[config.mk]
export PLATFORM = sky130hd
export DESIGN_NAME = color_ramp_interpolator
export DESIGN_NICKNAME = d
export VERILOG_FILES = /design/src/rtl/crp_pkg.sv /design/src/rtl/color_ramp_interpolator.sv
export SDC_FILE = /design/constraint.sdc
export NUM_CORES = 2
export LEC_CHECK = 0
export BUFFER_PORTS_ARGS = -buffer_cell sky130_fd_sc_hd__buf_4
export CAP_MARGIN = 10
export CORE_UTILIZATION = 40
export DETAILED_ROUTE_END_ITERATION = 16
export PLACE_DENSITY_LB_ADDON = 0.25
export SETUP_SLACK_MARGIN = 0.1
export SYNTH_ARGS = -nofsm -noshare
export SYNTH_HDL_FRONTEND = slang
export SYNTH_SLANG_ARGS = --single-unit
[constraint.sdc]
create_clock -name clk -period 12.2 [get_ports clk]
set_clock_uncertainty 0.15 [all_clocks]
set_input_delay 2.44 -clock clk [delete_from_list [all_inputs] [get_ports clk]]
set_output_delay 2.44 -clock clk [all_outputs]
set_load 0.02 [all_outputs]
[src/rtl/crp_pkg.sv]
// Shared constants and types for the color ramp interpolator.
`timescale 1ns / 1ps

package crp_pkg;

  localparam int MAX_STOPS  = 16;
  localparam int POS_BITS   = 16;
  localparam int ADDR_W     = $clog2(MAX_STOPS);
  localparam int CNT_W      = $clog2(MAX_STOPS + 1);
  localparam int RAMP_W     = 17;
  localparam int COLOR_W    = 32;

  localparam logic [POS_BITS-1:0] POS_FULL    = {POS_BITS{1'b1}};
  localparam logic [RAMP_W-1:0]   RAMP_RESET  = 17'd256;

  localparam logic [1:0] OP_CLEAR = 2'd0;
  localparam logic [1:0] OP_ADD   = 2'd1;
  localparam logic [1:0] OP_QUERY = 2'd2;

  typedef struct packed {
    logic [POS_BITS-1:0] pos;
    logic [COLOR_W-1:0]  color;   // R low byte, then G, B, A
  } stop_t;

endpackage

[src/rtl/color_ramp_interpolator.sv]
// Color ramp interpolator: sorted stop table and texel color query.
`timescale 1ns / 1ps

// Keeps up to 16 RGBA8 color stops sorted by position and answers texel
// queries with the linearly interpolated, truncated color at
// t = index / (ramp_length - 1). Clear never raises busy. Add moves each
// larger stop up one slot and then writes the new one; a full table drops
// the stop without raising busy. A query with an empty table returns zero
// without raising busy; otherwise it runs through one shared 33x17
// multiplier and a restoring divider that yields one quotient bit per cycle,
// returns the first or last stop if t is at or beyond it, and else searches
// the stops one at a time for the bracket and interpolates each channel in
// turn. The result appears on the out_ ports for one cycle with out_strobe
// high, with busy already low; it cannot be held off, so the receiver must
// take it then.
module color_ramp_interpolator
  import crp_pkg::*;
(
  input  logic                clk,
  input  logic                rst_n,
  input  logic                start,
  output logic                busy,
  input  logic [1:0]          in_opcode,
  input  logic [15:0]         in_stop_position,
  input  logic [7:0]          in_stop_red,
  input  logic [7:0]          in_stop_green,
  input  logic [7:0]          in_stop_blue,
  input  logic [7:0]          in_stop_alpha,
  input  logic [15:0]         in_texel_index,
  output logic                out_strobe,
  output logic [7:0]          out_red,
  output logic [7:0]          out_green,
  output logic [7:0]          out_blue,
  output logic [7:0]          out_alpha,
  input  logic                cfg_valid,
  output logic                cfg_ready,
  input  logic [RAMP_W-1:0]   cfg_data
);

  localparam logic [3:0] S_IDLE = 4'd0;
  localparam logic [3:0] S_INS  = 4'd1;
  localparam logic [3:0] S_TN   = 4'd2;
  localparam logic [3:0] S_P0   = 4'd3;
  localparam logic [3:0] S_C0   = 4'd4;
  localparam logic [3:0] S_PL   = 4'd5;
  localparam logic [3:0] S_CL   = 4'd6;
  localparam logic [3:0] S_PN   = 4'd7;
  localparam logic [3:0] S_CN   = 4'd8;
  localparam logic [3:0] S_MUL  = 4'd9;
  localparam logic [3:0] S_LD   = 4'd10;
  localparam logic [3:0] S_DIV  = 4'd11;
  localparam logic [3:0] S_FIN  = 4'd12;

  localparam int MA_W   = 33;
  localparam int MB_W   = 17;
  localparam int PROD_W = 41;

  // control state
  logic [3:0]        state_r, state_nxt;
  logic [CNT_W-1:0]  count_r, count_nxt;
  logic [RAMP_W-1:0] ramp_r;
  logic              strobe_r, strobe_nxt;

  // datapath
  stop_t             tbl_r [MAX_STOPS];
  stop_t             new_r, new_nxt;
  logic [15:0]       idx_r, idx_nxt;
  logic [ADDR_W-1:0] i_r, i_nxt;
  logic [31:0]       tn_r, tn_nxt;
  logic [32:0]       lo_r, lo_nxt;
  logic [32:0]       num_r, num_nxt;
  logic [32:0]       den_r, den_nxt;
  logic [COLOR_W-1:0] col_lo_r, col_lo_nxt;
  logic [COLOR_W-1:0] col_hi_r, col_hi_nxt;
  logic [COLOR_W-1:0] res_r, res_nxt;
  logic [COLOR_W-1:0] out_color_r, out_color_nxt;
  logic [PROD_W-1:0] prod_r;
  logic [PROD_W-1:0] n_r, n_nxt;
  logic [PROD_W-1:0] dsh_r, dsh_nxt;
  logic [7:0]        q_r, q_nxt;
  logic [2:0]        bit_r, bit_nxt;
  logic [1:0]        ch_r, ch_nxt;

  logic [ADDR_W-1:0] rd_addr;
  stop_t             rd_stop;
  logic              tbl_we;
  logic [ADDR_W-1:0] tbl_wa;
  stop_t             tbl_wd;

  logic [MA_W-1:0]   ma;
  logic [MB_W-1:0]   mb;
  logic [MA_W+MB_W-1:0] mul_full;

  logic [RAMP_W-1:0] d_w;
  logic [15:0]       idx_eff;
  logic [7:0]        c0, c1, diff;
  logic              up;
  logic              ge;
  logic [ADDR_W-1:0] last_addr;

  assign busy       = (state_r != S_IDLE);
  assign cfg_ready  = !busy;
  assign out_strobe = strobe_r;
  assign out_red    = out_color_r[7:0];
  assign out_green  = out_color_r[15:8];
  assign out_blue   = out_color_r[23:16];
  assign out_alpha  = out_color_r[31:24];

  // short ramp: t = 0 for every index
  assign d_w       = (ramp_r < RAMP_W'(2)) ? RAMP_W'(1) : ramp_r - RAMP_W'(1);
  assign idx_eff   = (ramp_r < RAMP_W'(2)) ? 16'd0 : idx_r;
  assign last_addr = ADDR_W'(count_r - CNT_W'(1));

  assign c0   = col_lo_r[8*ch_r +: 8];
  assign c1   = col_hi_r[8*ch_r +: 8];
  assign up   = (c1 >= c0);
  assign diff = up ? c1 - c0 : c0 - c1;
  assign ge   = (n_r >= dsh_r);

  always_comb begin
    unique case (state_r)
      S_P0, S_C0: rd_addr = '0;
      S_PL, S_CL: rd_addr = last_addr;
      S_PN, S_CN: rd_addr = i_r + ADDR_W'(1);
      S_INS:      rd_addr = i_r - ADDR_W'(1);
      default:    rd_addr = '0;
    endcase
  end

  assign rd_stop = tbl_r[rd_addr];

  // shared multiplier operand select
  always_comb begin
    unique case (state_r)
      S_TN: begin
        ma = MA_W'(idx_eff);
        mb = MB_W'(POS_FULL);
      end
      S_P0, S_PL, S_PN: begin
        ma = MA_W'(rd_stop.pos);
        mb = d_w;
      end
      S_MUL: begin
        ma = num_r;
        mb = MB_W'(diff);
      end
      default: begin
        ma = '0;
        mb = '0;
      end
    endcase
  end

  assign mul_full = ma * mb;

  always_comb begin
    state_nxt     = state_r;
    count_nxt     = count_r;
    strobe_nxt    = 1'b0;
    new_nxt       = new_r;
    idx_nxt       = idx_r;
    i_nxt         = i_r;
    tn_nxt        = tn_r;
    lo_nxt        = lo_r;
    num_nxt       = num_r;
    den_nxt       = den_r;
    col_lo_nxt    = col_lo_r;
    col_hi_nxt    = col_hi_r;
    res_nxt       = res_r;
    out_color_nxt = out_color_r;
    n_nxt         = n_r;
    dsh_nxt       = dsh_r;
    q_nxt         = q_r;
    bit_nxt       = bit_r;
    ch_nxt        = ch_r;
    tbl_we        = 1'b0;
    tbl_wa        = i_r;
    tbl_wd        = new_r;

    unique case (state_r)
      S_IDLE: begin
        if (start) begin
          case (in_opcode)
            OP_CLEAR: count_nxt = '0;
            OP_ADD: begin
              new_nxt.pos   = in_stop_position & POS_FULL;
              new_nxt.color = {in_stop_alpha, in_stop_blue, in_stop_green, in_stop_red};
              if (count_r < CNT_W'(MAX_STOPS)) begin
                i_nxt     = ADDR_W'(count_r);
                state_nxt = S_INS;
              end
            end
            OP_QUERY: begin
              idx_nxt = in_texel_index;
              if (count_r == '0) begin
                out_color_nxt = '0;
                strobe_nxt    = 1'b1;
              end else begin
                state_nxt = S_TN;
              end
            end
            default: ;
          endcase
        end
      end
      // insertion walk: shift larger stops up one slot
      S_INS: begin
        tbl_we = 1'b1;
        tbl_wa = i_r;
        if (i_r != '0 && rd_stop.pos > new_r.pos) begin
          tbl_wd = rd_stop;
          i_nxt  = i_r - ADDR_W'(1);
        end else begin
          tbl_wd    = new_r;
          count_nxt = count_r + CNT_W'(1);
          state_nxt = S_IDLE;
        end
      end
      S_TN: state_nxt = S_P0;
      S_P0: begin
        tn_nxt    = prod_r[31:0];
        state_nxt = S_C0;
      end
      S_C0: begin
        lo_nxt     = prod_r[32:0];
        col_lo_nxt = rd_stop.color;
        i_nxt      = '0;
        if ({9'd0, tn_r} <= prod_r) begin
          out_color_nxt = rd_stop.color;
          strobe_nxt    = 1'b1;
          state_nxt     = S_IDLE;
        end else begin
          state_nxt = S_PL;
        end
      end
      S_PL: state_nxt = S_CL;
      S_CL: begin
        if ({9'd0, tn_r} >= prod_r) begin
          out_color_nxt = rd_stop.color;
          strobe_nxt    = 1'b1;
          state_nxt     = S_IDLE;
        end else begin
          state_nxt = S_PN;
        end
      end
      S_PN: state_nxt = S_CN;
      // bracket search: advance while the next stop is strictly below t
      S_CN: begin
        if (prod_r < {9'd0, tn_r}) begin
          i_nxt      = i_r + ADDR_W'(1);
          lo_nxt     = prod_r[32:0];
          col_lo_nxt = rd_stop.color;
          state_nxt  = S_PN;
        end else begin
          col_hi_nxt = rd_stop.color;
          num_nxt    = {1'b0, tn_r} - lo_r;
          den_nxt    = prod_r[32:0] - lo_r;
          ch_nxt     = '0;
          state_nxt  = S_MUL;
        end
      end
      S_MUL: state_nxt = S_LD;
      S_LD: begin
        n_nxt     = prod_r;
        dsh_nxt   = {1'b0, den_r, 7'd0};
        q_nxt     = '0;
        bit_nxt   = 3'd7;
        state_nxt = S_DIV;
      end
      // quotient is below 256, so eight restoring steps suffice
      S_DIV: begin
        if (ge) n_nxt = n_r - dsh_r;
        q_nxt   = {q_r[6:0], ge};
        dsh_nxt = dsh_r >> 1;
        bit_nxt = bit_r - 3'd1;
        if (bit_r == 3'd0) state_nxt = S_FIN;
      end
      S_FIN: begin
        // falling channel: floor of c0 - x is c0 - ceil(x)
        if (up) res_nxt[8*ch_r +: 8] = c0 + q_r;
        else    res_nxt[8*ch_r +: 8] = c0 - q_r - {7'd0, (n_r != '0)};
        if (ch_r == 2'd3) begin
          out_color_nxt = res_nxt;
          strobe_nxt    = 1'b1;
          state_nxt     = S_IDLE;
        end else begin
          ch_nxt    = ch_r + 2'd1;
          state_nxt = S_MUL;
        end
      end
      default: state_nxt = S_IDLE;
    endcase
  end

  always_ff @(posedge clk) begin
    if (!rst_n) begin
      state_r  <= S_IDLE;
      count_r  <= '0;
      strobe_r <= 1'b0;
      ramp_r   <= RAMP_RESET;
    end else begin
      state_r  <= state_nxt;
      count_r  <= count_nxt;
      strobe_r <= strobe_nxt;
      if (cfg_valid && cfg_ready) ramp_r <= cfg_data;
    end
  end

  always_ff @(posedge clk) begin
    new_r       <= new_nxt;
    idx_r       <= idx_nxt;
    i_r         <= i_nxt;
    tn_r        <= tn_nxt;
    lo_r        <= lo_nxt;
    num_r       <= num_nxt;
    den_r       <= den_nxt;
    col_lo_r    <= col_lo_nxt;
    col_hi_r    <= col_hi_nxt;
    res_r       <= res_nxt;
    out_color_r <= out_color_nxt;
    prod_r      <= mul_full[PROD_W-1:0];
    n_r         <= n_nxt;
    dsh_r       <= dsh_nxt;
    q_r         <= q_nxt;
    bit_r       <= bit_nxt;
    ch_r        <= ch_nxt;
    if (tbl_we) tbl_r[tbl_wa] <= tbl_wd;
  end

  a_strobe_idle: assert property (@(posedge clk) disable iff (!rst_n)
    out_strobe |-> !busy)
    else $error("result strobe while busy");

  a_count_range: assert property (@(posedge clk) disable iff (!rst_n)
    count_r <= CNT_W'(MAX_STOPS))
    else $error("stop count beyond table depth");

  a_search_bound: assert property (@(posedge clk) disable iff (!rst_n)
    (state_r == S_PN) |-> ({1'b0, i_r} + CNT_W'(1) < count_r))
    else $error("bracket search ran past the last stop");

  a_query_nonempty: assert property (@(posedge clk) disable iff (!rst_n)
    (state_r == S_TN) |-> (count_r != '0))
    else $error("interpolation started on an empty table");

  a_add_grows: assert property (@(posedge clk) disable iff (!rst_n)
    (state_r == S_INS && state_nxt == S_IDLE) |=> (count_r == $past(count_r) + CNT_W'(1)))
    else $error("insert did not grow the table");

endmodule

### Yosys cells after proc, flatten, opt, wreduce, memory -nomap -nowiden

Memory sizes are Yosys's and may differ from the RTL's.
Index checks and enable logic that the tools add are counted.

* bits in registers: 490
* bits in writable memories: 768
* logic and storage cells: 178
* memories kept: 1

* add/sub/neg operators: 16
* multiply operators: 1
* magnitude comparators: 8
* equality and inequality tests: 34
* shift-type cells: 5
* mux-type cells: 61
* bitwise gates (word level): 1
* reduce and logical (&&, ||, !) cells: 29

Memories
* tbl_r: depth 16, width 48, read ports 1, clocked after memory_dff 0, write ports 1, line color_ramp_interpolator.sv:65 `stop_t tbl_r [MAX_STOPS];`

Operators by type and width (number)
* 32-bit 2-to-1 mux: 8
* 41-bit one-hot mux with 2 select lines: 2
* 32-bit one-hot mux with 4 select lines: 1
* 33-bit one-hot mux with 3 select lines: 1
* 48-bit 2-to-1 mux: 2
* 8-bit by 34-bit variable part select with 32-bit output: 2
* 33-bit one-hot mux with 2 select lines: 1
* 32-bit bitwise mux: 2
* 32-bit one-hot mux with 2 select lines: 1
* 32-bit by 6-bit variable part select with 8-bit output: 2
* 4-bit one-hot mux with 13 select lines: 1
* 17-bit one-hot mux with 3 select lines: 1
* 4-bit 2-to-1 mux: 12
* 32-bit by 41-bit >= comparator with 1-bit output: 1
* 41-bit >= comparator: 1
* 32-bit by 41-bit less-or-equal comparator with 1-bit output: 1
* 41-bit by 32-bit less-than comparator with 1-bit output: 1
* 33-bit by 17-bit multiplier with 41-bit output: 1
* 41-bit 2-to-1 mux: 1
* 41-bit nonzero test: 1
* 41-bit subtractor: 1
* 5-bit negator with 34-bit output: 1
* 8-bit by 34-bit variable shift with 32-bit output (first input constant): 1
* 33-bit 2-to-1 mux: 1
* 56 further kinds: 108

### Longest topological paths before layout

* depth in word-level cells: 8
* gate-level depth with buffers: 38

### Worst setup path before layout

Ideal clock, no wire load.

* path kind: reg-to-reg
* from: register ch_r[0]
* to: register prod_r[38]
* library setup time: 0.062 ns
* arrival: 10.211 ns
* required time: 11.988 ns
* setup slack: 1.777 ns
* cell stages (with the launch flop): 38
* buffers on the path: 3
* cells stage by stage: edfxtp_1 buf_1 buf_1 mux4_2 inv_1 ha_1 inv_1 fa_1 a221o_1 o221a_2 nor2_2 mux2_2 a41oi_1 o21ai_1 o221ai_1 clkbuf_1 nand2_1 fa_1 (+2 left out) inv_1 fa_1 inv_1 fa_1 fa_1 inv_1 fa_1 inv_1 ha_1 a21oi_1 o21ai_0 a221oi_1 o21ai_0 a31oi_1 o21ai_0 a311o_1 or4_1 nand3_1

* longest elaborated chain between the ends: 5

RTL lines
* start, declared: line color_ramp_interpolator.sv:82 `logic [1:0] ch_r, ch_nxt;`
* start signal, assigned: line color_ramp_interpolator.sv:326 `ch_r <= ch_nxt;`
* 32-bit by 6-bit variable part select with 8-bit output, on equally long branches: line color_ramp_interpolator.sv:114, color_ramp_interpolator.sv:115
* 8-bit subtractor / 8-bit >= comparator (equally long branches): line color_ramp_interpolator.sv:117, color_ramp_interpolator.sv:116
* 8-bit 2-to-1 mux *: line color_ramp_interpolator.sv:117 `assign diff = up ? c1 - c0 : c0 - c1;`
* 17-bit one-hot mux with 3 select lines *: line color_ramp_interpolator.sv:134 `unique case (state_r)`
* 33-bit by 17-bit multiplier with 41-bit output *: line color_ramp_interpolator.sv:154 `assign mul_full = ma * mb;`
* named net mul_full[38]: line color_ramp_interpolator.sv:92 `logic [MA_W+MB_W-1:0] mul_full;`
* end signal, assigned: line color_ramp_interpolator.sv:321 `prod_r <= mul_full[PROD_W-1:0];`
* end, declared: line color_ramp_interpolator.sv:77 `logic [PROD_W-1:0] prod_r;`

The timed path passes the listed nets; every way through them passes the cells marked *.
A chain may end at the register's enable or synchronous reset.

### Worst setup path after layout

Same ends and word-level chain as after synthesis.

==> results.sh <==
export IMPL_cts_setup_buffers=0
export IMPL_place_gp_congestion=0.902
export IMPL_worstPathRequired_ns=12.75
export IMPL_drt_first_pass_iters=5
export IMPL_post_place_ws_ns=1.39
export IMPL_power_leakage_nw=31.7
export IMPL_crit_start="ch_r[0]"
export IMPL_antenna_left=0
export IMPL_tns_ns=0
export IMPL_overflow=0
export IMPL_synth_warnings=0
export IMPL_hold_worst_slack_ns=0.350
export IMPL_rsz0062_at_grt="no"
export IMPL_synth_top_area_frac=0.493
export IMPL_start_kind="flip-flop"
export IMPL_timing_critical_path_buf_inv=6
export IMPL_worst_skew_pair_late_latency_ns=0.78
export IMPL_cp_arrival_ns=11.51
export IMPL_final_util=0.452
export IMPL_ys_top_cells_by_count="edfxtp_1, inv_1, nand2_1"
export IMPL_cts_made_buffers=131
export IMPL_grt_max_degree=204
export IMPL_grt_pass1_wl_mm=291
export IMPL_fin_area_um2=81000
export IMPL_yosys_area_top_type="edfxtp_1"
export IMPL_r2r_setup_slack_ns=1.25
export IMPL_slowest_delay_ns=0.57
export IMPL_track_usage=0.211
export IMPL_syn_area_um2=72500
export IMPL_grt_pass1_vias=46600
export IMPL_reg2reg_depth=33
export IMPL_initial_core_util=0.404
export IMPL_relSlewSlack=0.217
export IMPL_placed_area_um2=76700
export IMPL_synth_most_common_cell="edfxtp_1"
export IMPL_wl_per_cell_um=22.1
export IMPL_hpwl_mm=127
export IMPL_cts_resized=0
export IMPL_fp_dieArea_um2=183000
export IMPL_critPathTopFamily="adder cells"
export IMPL_p_total_mw=12.3
export IMPL_final_layout_size_suffix_gt1_frac=0.0848
export IMPL_yosys_top_cells_area="edfxtp_1, fa_1, ha_1"
export IMPL_end_kind="flip-flop"
export IMPL_syn_inst=6050
export IMPL_die_width_um=428
export IMPL_min_period_over_period=0.898
export IMPL_synth_distinct_cells=90
export IMPL_slowest_stage="mux4_2"
export IMPL_area_growth_pct=11.8
export IMPL_drt_iter0_markers=3688
export IMPL_cts_root_buf="clkbuf_16"
export IMPL_portBuffers=121
export IMPL_htree_levels=4
export IMPL_avgSynthCellArea_um2=12.0
export IMPL_max_freq_ghz=0.0913
export IMPL_final_hold_violation_count=0
export IMPL_ys_seq_area_frac=0.511
export IMPL_setup_viol=0
export IMPL_vdd_drop_max_uv=140
export IMPL_wirelength_mm=192
export IMPL_grt_antenna_before_repair=1
export IMPL_synth_edf_count=1189
export IMPL_fin_crit_ns=10.95
export IMPL_rows=155
export IMPL_fill_cells=16400
export IMPL_postCtsHoldBufs=0
export IMPL_r2r_end="prod_r[38]"
export IMPL_vias=46400
export IMPL_cp_endpoint="prod_r[38]"
export IMPL_synthArstFlopShare=0
export IMPL_fin_ws_ns=1.25
export IMPL_clkTransAtPathRegs_ns=0.06
export IMPL_powerDensity_nw_per_um2=152
export IMPL_placed_cells=8445
export IMPL_crit_cells=33
export IMPL_cp_common_cell="fa_1"
export IMPL_cts_tree="yes"
export IMPL_die_h_um=428
export IMPL_cts_sinks=1257
export IMPL_worst_pin_slew_ns=1.16
export IMPL_io_pins=122
export IMPL_final_cells=8685
export IMPL_critPathKind="reg2reg"
export IMPL_outcome="complete, no violations"
export IMPL_fin_nets=7037
export IMPL_ys_ff_latch=1257
export IMPL_synth_ff_type="edfxtp_1"
export IMPL_vias_per_cell=5.34
export IMPL_cts_path_max_buffers=3
export IMPL_reg2reg_from="ch_r[0]"
export IMPL_drv_slew=0
export IMPL_core_area_um2=179000
export IMPL_drv_cap=0
export IMPL_drc=0
export IMPL_hp_class="reg2reg"
export IMPL_crit_fanout=19
-- state kept, by name (all words and copies together) (netlist names) --
register	flops
new_r	48
n_r	41
bit_r	3
out_strobe	1
col_lo_r	32
tn_r	32
dsh_r	40
num_r	33
tbl_r	768
ramp_r	17
res_r	32
out_color_r	32
i_r	4
ch_r	2
state_r	4
den_r	33
prod_r	41
lo_r	33
q_r	8
idx_r	16
col_hi_r	32
count_r	5
-- per-layer routing --
layer / GRT usage / up-vias / part of all wire
li1: - / 21500 / -
met2: 0.347 / 1301 / 0.48
met4: 0.0562 / 0 / 0.022
met5: 0 / - / 0
met1: 0.296 / 23400 / 0.45
met3: 0.0240 / 241 / 0.049
-- cell type report --
cell class | instances | area, µm² | share of cell area
diodes | 1 | 2.50 | 0.0000309
clock buffers | 162 | 3490 | 0.0431
clock inverters | 77 | 855 | 0.0105
inverters | 760 | 2850 | 0.0352
multi-input cells | 3850 | 32000 | 0.396
flip-flops and latches | 1257 | 37100 | 0.458
well taps | 2355 | 2950 | 0.0364
repair buffers | 223 | 1750 | 0.0216
-- how the worst min path moves through the flow --
| stage | end | startpoint | depth (start not counted) |
|---|---|---|---|
| floorplan | lo_r[0] | prod_r[0] | 0 |
| global placement | ramp_r[11] | ramp_r[11] | 2 |
| detailed placement | ramp_r[11] | ramp_r[11] | 2 |
| CTS | ramp_r[11] | ramp_r[11] | 2 |
| global route | ramp_r[15] | ramp_r[15] | 2 |
| finish | ramp_r[11] | ramp_r[11] | 2 |
-- where the power goes --
| group | total [mW] | switching, mW | leakage (nW) | internal, mW |
|---|---|---|---|---|
| combinational | 3.14 | 2.03 | 18.3 | 1.11 |
| clock | 4.07 | 1.73 | 2.11 | 2.33 |
| sequential | 5.09 | 0.0975 | 11.3 | 4.99 |
| total | 12.3 | 3.85 | 31.7 | 8.44 |
-- worst reg2reg max path: cells and delay by family, from the launching register on --
family | cells | cell delay, ns
mux | 1 | 0.57
flops | 1 | 0.39
fa+ha+maj | 8 | 3.67
compound gates | 9 | 3.30
simple gates | 9 | 1.70
buf+inv | 6 | 1.10
-- cells in the final DEF, fill, tap and decap left out, types with 30 or more instances in the layout --
cell type and count:
mux2i_1 252, nand2_1 740, nor2b_1 47, edfxtp_1 1189, nor2_1 143, a22o_1 49, a211oi_1 173, a21o_1 97
buf_4 217, fa_1 438, o21ai_0 167, a311oi_1 66, conb_1 108, inv_1 758, clkbuf_16 135, mux2_2 50
and2_1 223, a31oi_1 87, a21oi_1 230, xor2_1 51, nand4_1 30, xnor2_1 112, o22ai_1 39, dfxtp_1 68
ha_1 289, nor3_1 37, nand2b_1 31, nand3_1 55
-- kinds of logic (layout without fill, tap and decap cells) --
logic type | count (synthesis) | count (layout) | share of synthesized area
other cells | 2 | 109 | 0.000104
compound gates | 1108 | 1108 | 0.103
flops | 1257 | 1257 | 0.511
xor+xnor | 163 | 163 | 0.0197
mux | 318 | 318 | 0.0476
buf+inv | 1049 | 1222 | 0.0562
simple gates | 1426 | 1426 | 0.0913
fa+ha+maj | 727 | 727 | 0.171
No activity file was read; power rests on OpenSTA's default activity.
